--- src/rtl/wsd_pkg.sv ---
// websocket deframer shared package: result item type and header constants
// no dependencies; imported by every module of the deframer
`timescale 1ns / 1ps

package wsd_pkg;

  localparam int unsigned BYTE_W   = 8;
  localparam int unsigned OPCODE_W = 4;
  localparam int unsigned COUNT_W  = 16;
  localparam int unsigned LEN_W    = 64;
  localparam int unsigned KEY_W    = 32;
  localparam int unsigned M_DATA_W = 32;

  localparam logic [6:0]         LEN_CODE_16     = 7'd126;
  localparam logic [6:0]         LEN_CODE_64     = 7'd127;
  localparam logic [COUNT_W-1:0] MAX_PAYLOAD_RST = 16'd1024;

  // one result item
  typedef struct packed {
    logic                has_byte;
    logic [BYTE_W-1:0]   payload_byte;
    logic                frame_end;
    logic [OPCODE_W-1:0] frame_opcode;
    logic [COUNT_W-1:0]  kept_count;
  } res_t;

endpackage

--- src/rtl/wsd_parse.sv ---
// websocket deframer header/payload parser: frame state and single-pass next-state logic
// depends on wsd_pkg
`timescale 1ns / 1ps

module wsd_parse (
  input  logic                          clk,
  input  logic                          rst,
  input  logic                          step,
  input  logic [wsd_pkg::BYTE_W-1:0]    rx_byte,
  input  logic [wsd_pkg::COUNT_W-1:0]   max_payload,
  output logic                          res_valid,
  output wsd_pkg::res_t                 res
);
  import wsd_pkg::*;

  typedef enum logic [2:0] {
    PH_H0,
    PH_H1,
    PH_EXT,
    PH_KEY,
    PH_DATA
  } phase_t;

  phase_t              phase, phase_next;
  logic [OPCODE_W-1:0] cur_opcode, cur_opcode_next;
  logic                is_masked, is_masked_next;
  logic [2:0]          ext_count, ext_count_next;
  logic [LEN_W-1:0]    frame_length, frame_length_next;
  logic [KEY_W-1:0]    mask_key, mask_key_next;
  logic [LEN_W-1:0]    byte_index, byte_index_next;
  logic [COUNT_W-1:0]  kept_bytes, kept_bytes_next;

  logic [6:0]          len7;
  logic [LEN_W-1:0]    len_shift;
  logic                keep;
  logic [BYTE_W-1:0]   key_byte;

  assign len7      = rx_byte[6:0];
  assign len_shift = {frame_length[LEN_W-BYTE_W-1:0], rx_byte};
  assign keep      = byte_index < {{(LEN_W-COUNT_W){1'b0}}, max_payload};

  always_comb begin
    case (byte_index[1:0])
      2'd0:    key_byte = mask_key[31:24];
      2'd1:    key_byte = mask_key[23:16];
      2'd2:    key_byte = mask_key[15:8];
      default: key_byte = mask_key[7:0];
    endcase
  end

  always_comb begin
    phase_next        = phase;
    cur_opcode_next   = cur_opcode;
    is_masked_next    = is_masked;
    ext_count_next    = ext_count;
    frame_length_next = frame_length;
    mask_key_next     = mask_key;
    byte_index_next   = byte_index;
    kept_bytes_next   = kept_bytes;
    res_valid         = 1'b0;
    res.has_byte      = 1'b0;
    res.payload_byte  = '0;
    res.frame_end     = 1'b0;

    case (phase)
      PH_H0: begin
        cur_opcode_next = rx_byte[OPCODE_W-1:0];
        mask_key_next   = '0;
        phase_next      = PH_H1;
      end
      PH_H1: begin
        is_masked_next    = rx_byte[7];
        frame_length_next = '0;
        if (len7 == LEN_CODE_16) begin
          ext_count_next = 3'd1;
          phase_next     = PH_EXT;
        end else if (len7 == LEN_CODE_64) begin
          ext_count_next = 3'd7;
          phase_next     = PH_EXT;
        end else begin
          frame_length_next = {{(LEN_W-7){1'b0}}, len7};
          if (rx_byte[7]) begin
            ext_count_next = 3'd3;
            phase_next     = PH_KEY;
          end else begin
            byte_index_next = '0;
            kept_bytes_next = '0;
            if (len7 == 7'd0) begin
              res_valid     = 1'b1;
              res.frame_end = 1'b1;
              phase_next    = PH_H0;
            end else begin
              phase_next = PH_DATA;
            end
          end
        end
      end
      PH_EXT: begin
        frame_length_next = len_shift;
        if (ext_count == 3'd0) begin
          if (is_masked) begin
            ext_count_next = 3'd3;
            phase_next     = PH_KEY;
          end else begin
            byte_index_next = '0;
            kept_bytes_next = '0;
            if (len_shift == '0) begin
              res_valid     = 1'b1;
              res.frame_end = 1'b1;
              phase_next    = PH_H0;
            end else begin
              phase_next = PH_DATA;
            end
          end
        end else begin
          ext_count_next = ext_count - 3'd1;
        end
      end
      PH_KEY: begin
        mask_key_next = {mask_key[KEY_W-BYTE_W-1:0], rx_byte};
        if (ext_count == 3'd0) begin
          byte_index_next = '0;
          kept_bytes_next = '0;
          if (frame_length == '0) begin
            res_valid     = 1'b1;
            res.frame_end = 1'b1;
            phase_next    = PH_H0;
          end else begin
            phase_next = PH_DATA;
          end
        end else begin
          ext_count_next = ext_count - 3'd1;
        end
      end
      PH_DATA: begin
        byte_index_next = byte_index + 64'd1;
        res.frame_end   = (byte_index_next == frame_length);
        if (keep) begin
          res.has_byte     = 1'b1;
          res.payload_byte = rx_byte ^ key_byte;
          kept_bytes_next  = kept_bytes + 16'd1;
        end
        if (res.frame_end) begin
          phase_next = PH_H0;
        end
        res_valid = keep || res.frame_end;
      end
      default: begin
        phase_next = PH_H0;
      end
    endcase

    // opcode and count seen by the result are the values after this byte
    res.frame_opcode = cur_opcode;
    res.kept_count   = kept_bytes_next;
  end

  always_ff @(posedge clk) begin
    if (rst) begin
      phase        <= PH_H0;
      cur_opcode   <= '0;
      is_masked    <= 1'b0;
      ext_count    <= '0;
      frame_length <= '0;
      mask_key     <= '0;
      byte_index   <= '0;
      kept_bytes   <= '0;
    end else if (step) begin
      phase        <= phase_next;
      cur_opcode   <= cur_opcode_next;
      is_masked    <= is_masked_next;
      ext_count    <= ext_count_next;
      frame_length <= frame_length_next;
      mask_key     <= mask_key_next;
      byte_index   <= byte_index_next;
      kept_bytes   <= kept_bytes_next;
    end
  end

endmodule

--- src/rtl/wsd_out_reg.sv ---
// websocket deframer result register: holds one result item for the downstream handshake
// depends on wsd_pkg
`timescale 1ns / 1ps

module wsd_out_reg (
  input  logic          clk,
  input  logic          rst,
  input  logic          load,
  input  wsd_pkg::res_t res_in,
  input  logic          take,
  output logic          room,
  output logic          valid,
  output wsd_pkg::res_t res_out
);
  import wsd_pkg::*;

  // free if empty or being drained this cycle
  assign room = !valid || take;

  always_ff @(posedge clk) begin
    if (rst) begin
      valid <= 1'b0;
    end else if (load) begin
      valid <= 1'b1;
    end else if (take) begin
      valid <= 1'b0;
    end
  end

  always_ff @(posedge clk) begin
    if (load) begin
      res_out <= res_in;
    end
  end

endmodule

--- src/rtl/websocket_frame_deframer.sv ---
// an accepted byte is parsed once the result register has room, which then holds its result (if any)
// throughput: one byte per cycle, sustained while the result side keeps up
// the input register and the result register each hold one item; the parser steps when
// the input register is full and the result register has room
// reset (rst, synchronous, active high): parser back to expecting a first header byte,
// max_payload back to 1024, both registers emptied
`timescale 1ns / 1ps

module websocket_frame_deframer (
  input  logic                          clk,
  input  logic                          rst,
  // config write channel: max_payload
  input  logic                          cfg_valid,
  output logic                          cfg_ready,
  input  logic [wsd_pkg::COUNT_W-1:0]   cfg_data,
  // received byte stream
  input  logic                          s_tvalid,
  output logic                          s_tready,
  input  logic [wsd_pkg::BYTE_W-1:0]    s_tdata,   // [7:0] rx_byte
  // parsed results
  output logic                          m_tvalid,
  input  logic                          m_tready,
  output logic [wsd_pkg::M_DATA_W-1:0]  m_tdata,   // [7:0] payload_byte, [11:8] frame_opcode,
                                                   // [27:12] kept_count, [31:28] zero
  output logic                          m_tuser,   // has_byte
  output logic                          m_tlast    // frame_end
);
  import wsd_pkg::*;

  logic [COUNT_W-1:0] max_payload;

  // input register
  logic              in_valid;
  logic [BYTE_W-1:0] in_byte;

  logic  step;
  logic  out_room;
  logic  res_valid;
  res_t  res;
  res_t  res_q;

  // config is always taken; the user must change it only while the block is idle (not enforced here)
  assign cfg_ready = 1'b1;

  always_ff @(posedge clk) begin
    if (rst) begin
      max_payload <= MAX_PAYLOAD_RST;
    end else if (cfg_valid) begin
      max_payload <= cfg_data;
    end
  end

  // parser consumes the held byte whenever the result slot can take what it makes
  assign step     = in_valid && out_room;
  assign s_tready = !in_valid || step;

  always_ff @(posedge clk) begin
    if (rst) begin
      in_valid <= 1'b0;
    end else if (s_tvalid && s_tready) begin
      in_valid <= 1'b1;
    end else if (step) begin
      in_valid <= 1'b0;
    end
  end

  always_ff @(posedge clk) begin
    if (s_tvalid && s_tready) begin
      in_byte <= s_tdata;
    end
  end

  wsd_parse u_parse (
    .clk         (clk),
    .rst         (rst),
    .step        (step),
    .rx_byte     (in_byte),
    .max_payload (max_payload),
    .res_valid   (res_valid),
    .res         (res)
  );

  wsd_out_reg u_out (
    .clk     (clk),
    .rst     (rst),
    .load    (step && res_valid),
    .res_in  (res),
    .take    (m_tready),
    .room    (out_room),
    .valid   (m_tvalid),
    .res_out (res_q)
  );

  assign m_tdata = {4'd0, res_q.kept_count, res_q.frame_opcode, res_q.payload_byte};
  assign m_tuser = res_q.has_byte;
  assign m_tlast = res_q.frame_end;

  // a result without a payload byte only ever closes a frame
  assert property (@(posedge clk) disable iff (rst) (m_tvalid && !m_tuser) |-> m_tlast)
    else $error("result with no byte does not end a frame");

  // drained or empty-frame results carry a zero byte
  assert property (@(posedge clk) disable iff (rst)
    (m_tvalid && !m_tuser) |-> (m_tdata[7:0] == 8'd0))
    else $error("non-data result carries a payload byte");

  // reset empties the result register
  assert property (@(posedge clk) rst |=> !m_tvalid)
    else $error("result valid after reset");

  // nothing new is taken while the held byte is stuck behind a full result register
  assert property (@(posedge clk) disable iff (rst)
    (in_valid && m_tvalid && !m_tready) |-> !s_tready)
    else $error("input taken while parser is stalled");

endmodule

--- config.mk ---
export PLATFORM = sky130hd
export DESIGN_NAME = websocket_frame_deframer
export DESIGN_NICKNAME = d
export VERILOG_FILES = /design/src/rtl/wsd_pkg.sv /design/src/rtl/wsd_parse.sv /design/src/rtl/wsd_out_reg.sv /design/src/rtl/websocket_frame_deframer.sv
export SDC_FILE = /design/constraint.sdc
export NUM_CORES = 1
export LEC_CHECK = 0
export BUFFER_PORTS_ARGS = -buffer_cell sky130_fd_sc_hd__buf_2
export CORE_UTILIZATION = 42
export CTS_CLUSTER_SIZE = 20
export DETAILED_ROUTE_END_ITERATION = 16
export GPL_TIMING_DRIVEN = 0
export PLACE_DENSITY = 0.66
export REMOVE_ABC_BUFFERS = 1
export SLEW_MARGIN = 30
export SYNTH_ARGS = -nofsm -noshare
export SYNTH_HDL_FRONTEND = slang
export SYNTH_HIERARCHICAL = 1
export SYNTH_SLANG_ARGS = --single-unit
--- constraint.sdc ---
create_clock -name clk -period 14.3 [get_ports clk]
set_clock_uncertainty 0.1 [all_clocks]
set_input_delay 2.145 -clock clk [delete_from_list [all_inputs] [get_ports clk]]
set_output_delay 2.145 -clock clk [all_outputs]
set_load 0.02 [all_outputs]
==> flow_metrics.py <==
metrics = {
    "yosys": {
        "synth_seq_cells": 243,
        "yosys.area.top_type": "dfxtp_1",
        "ys_seq_area_share_pct": 39.1,
        "async_flop_share_pct": 0,
        "yosysTopAreaCellShare_pct": 30.6,
        "synth_common_cells": "nor2_1 (239), dfxtp_1 (205), nand2_1 (106), a21oi_1 (101), o21ai_0 (98)",
        "yosysWarnings": 6,
        "yosys_most_used_dff": "dfxtp_1",
        "ys_types": 75,
        "syn_avg_cell_area_um2": 8.19,
        "syn_inst": 1639,
        "syn_area_mm2": 0.0134,
        "synth.most_common_cell": "nor2_1",
        "synth_area_leaders": "dfxtp_1 (31%), edfxtp_1 (8.5%), nor2_1 (6.7%), a22oi_1 (5.4%), xnor2_1 (4.3%)",
        "synth_edf_count": 38,
    },
    "layout": {
        "fillers": 2992,
        "drive_gt1_share_pct": 9.18,
        "design_area_mm2": 0.0149,
        "area_growth_pct": 10.7,
        "final_nets": 1654,
        "num_antenna_cells": 0,
        "multi_input_comb_area_mm2": 0.00754,
        "layout.cells.non_filler": 2025,
        "seq_area_mm2": 0.00525,
    },
    "routing": {
        "drt-initial-drc-count": 1377,
        "drtPass1Iterations": 9,
        "vias": 12500,
        "routedWlPerCell_um": 20.2,
        "wirelength_um": 40900,
        "via_per_inst": 6.20,
        "drc_errors": 0,
        "final_antenna_net_count": 0,
    },
    "global_routing": {
        "antenna_found_initial": 1,
        "grt_max_degree": 104,
        "grt_pass1_wl_um": 64800,
        "grt_pass1_vias": 11600,
        "grt_usage_pct": 24.6,
        "overflow": 0,
    },
    "min_path": {
        "worstHoldEndpoint": "u_out/res_out[18]",
        "holdPathStages": 0,
        "worstHoldPathType": "flop to flop",
        "hp-start": "u_parse/cur_opcode[2]",
    },
    "sta": {
        "tightest_slew_ps": 978,
        "fin_setup_tns_ps": 0,
        "max_slew_margin_pct": 34.6,
        "rsz0062_at_grt": "no",
        "holdWs_ps": 333,
        "fmax_ghz": 0.171,
        "drv_slew": 0,
        "post-route-min-period_ps": 5860,
        "setup_viol": 0,
        "finalCritPeriodShare_pct": 41.0,
        "finalHoldViolCount": 0,
    },
    "worst_setup_path": {
        "crit_fanout": 27,
        "worstReg2RegStart": "u_parse/byte_index[0]",
        "startpoint_type": "flop",
        "rrSetupSlack_ps": 8440,
        "critPathArrivalTime_ps": 6010,
        "reg2regPathDepth": 12,
        "cp.required_ps": 14440,
        "critPathCaptureType": "flop",
        "r2r_end": "u_out/res_out[6]",
        "worst-setup-path-type": "flop to flop",
    },
    "die": {
        "io_pins": 66,
        "core.rowCount": 65,
        "coreArea_mm2": 0.0315,
        "dieWidth_um": 181,
        "start_util_pct": 42.7,
        "die_y_um": 181,
        "die_area_mm2": 0.0327,
    },
    "placement": {
        "placedCellCount": 1975,
        "postPlaceCellArea_mm2": 0.0139,
        "place_congestion": 0.954,
        "port_buffers": 60,
        "post-dp-hpwl_um": 28100,
    },
    "cts": {
        "cts_resized": 0,
        "cts_root_buffer": "clkbuf_16",
        "clkTransAtPathRegs_ps": 60,
        "cts_sinks": 243,
        "cts_buffers": 28,
        "htreeDepth": 1,
        "cts_hold_repair.buffers": 0,
        "clk_latency_ps": 550,
        "cts.path.max_buffers": 3,
        "tritoncts": "yes",
        "cts_setup_buffers": 0,
    },
    "pwr": {
        "vdd_drop_max_v": 0.0000922,
        "power.leakage_nw": 5.18,
        "power.total_mw": 1.54,
        "p_per_area_mw_per_mm2": 104,
    },
    "run": {
        "drv_cap": 0,
    },
    "run_status": {
        "status": "finished, final reports clean",
    },
}
-- area by class of cell --
class	count	share of cell area [%]
Clock inverter	13	1.22
Sequential cell	243	35.3
Timing Repair Buffer	67	3.13
Inverter	39	0.985
Tap cell	402	3.39
Multi-Input combinational cell	1224	50.7
Clock buffer	37	5.22
-- registers in the layout, summed over array words and instances (netlist names) --
name	count
u_parse/byte_index	64
u_parse/frame_length	64
u_parse/mask_key	32
u_out/res_out	30
max_payload	16
u_parse/kept_bytes	16
in_byte	8
u_parse/cur_opcode	4
u_parse/ext_count	3
u_parse/phase	3
in_valid	1
u_out/valid	1
u_parse/is_masked	1
-- per-layer routing --
layer  track usage (%)  share of wire [%]  vias to the layer above
met5                 0                  0                        -
met4              7.04                2.4                        0
met3              3.04                6.8                       67
met2              40.4                 46                      474
met1              33.7                 45                     6086
li1                  -                  -                     5922
-- metrics by stage --
stage	util [%]	worst slack [ps]
after global placement	43.4	7620
after CTS	47.2	8500
after detailed placement	44.2	8540
final	47.2	8440
after global routing	47.2	8110
after floorplan	-	9400
-- worst max-delay path by stage --
stage	startpoint	to	slack (ps)	cells past startpoint
floorplan	u_parse/byte_index[0]	u_out/res_out[0]	9400	11
global placement	u_parse/byte_index[9]	u_out/res_out[6]	7620	10
detailed placement	u_parse/byte_index[0]	u_out/res_out[6]	8540	12
CTS	u_parse/byte_index[0]	u_out/res_out[6]	8500	12
global route	u_parse/byte_index[0]	u_out/res_out[4]	8110	12
finish	u_parse/byte_index[0]	u_out/res_out[6]	8440	12
-- where the power goes --
part	switching (mW)	leakage (nW)	total, mW	internal, mW
logic	0.0551	2.73	0.0805	0.0254
registers	0.00965	1.99	0.712	0.702
clock network	0.297	0.466	0.750	0.453
-- cell usage in the layout (no fill, tap or decap), drive strengths merged, types with 8 or more instances in the layout --
cell type and n:
or3 18, nand3 38, dfxtp 205, mux2i 25, a21oi 102, clkbuf 37
edfxtp 38, and2 16, a31oi 26, a311oi 15, a211oi 11, xor2 35
nand2b 13, o21ai 101, a22oi 97, buf 67, nor3 35, nand4 50
o31ai 8, ha 22, a222oi 8, or4 22, nand2 106, nor4 49
xnor2 66, and3 26, a21o 8, nor2 240, and4 12, inv 40
-- logic make-up (layout without fill, tap and decap cells) --
kind of cell / after synthesis / count (layout) / share of synthesized area, %
buffers and inverters: 175 / 156 / 5.47
other: 2 / 5 / 0.0559
AO/OA/AOI/OAI: 424 / 424 / 20.6
AND/OR/NAND/NOR: 647 / 647 / 24.3
flip-flops: 243 / 243 / 39.1
multiplexers: 25 / 25 / 1.86
adder cells (fa/ha/maj): 22 / 22 / 2.05
XOR/XNOR: 101 / 101 / 6.59
-- worst max-delay path, stage by stage (launching register included) --
cell,delay [ps]
dfxtp_1,530
ha_1,690
and4_1,690
nand4_1,410
nor3_1,490
xnor2_1,130
or4_1,500
or4_1,580
nor4_1,360
nand3_1,240
o211ai_1,250
and3_2,340
buf_12,220
Note: power is estimated with default switching activity, not from simulation.
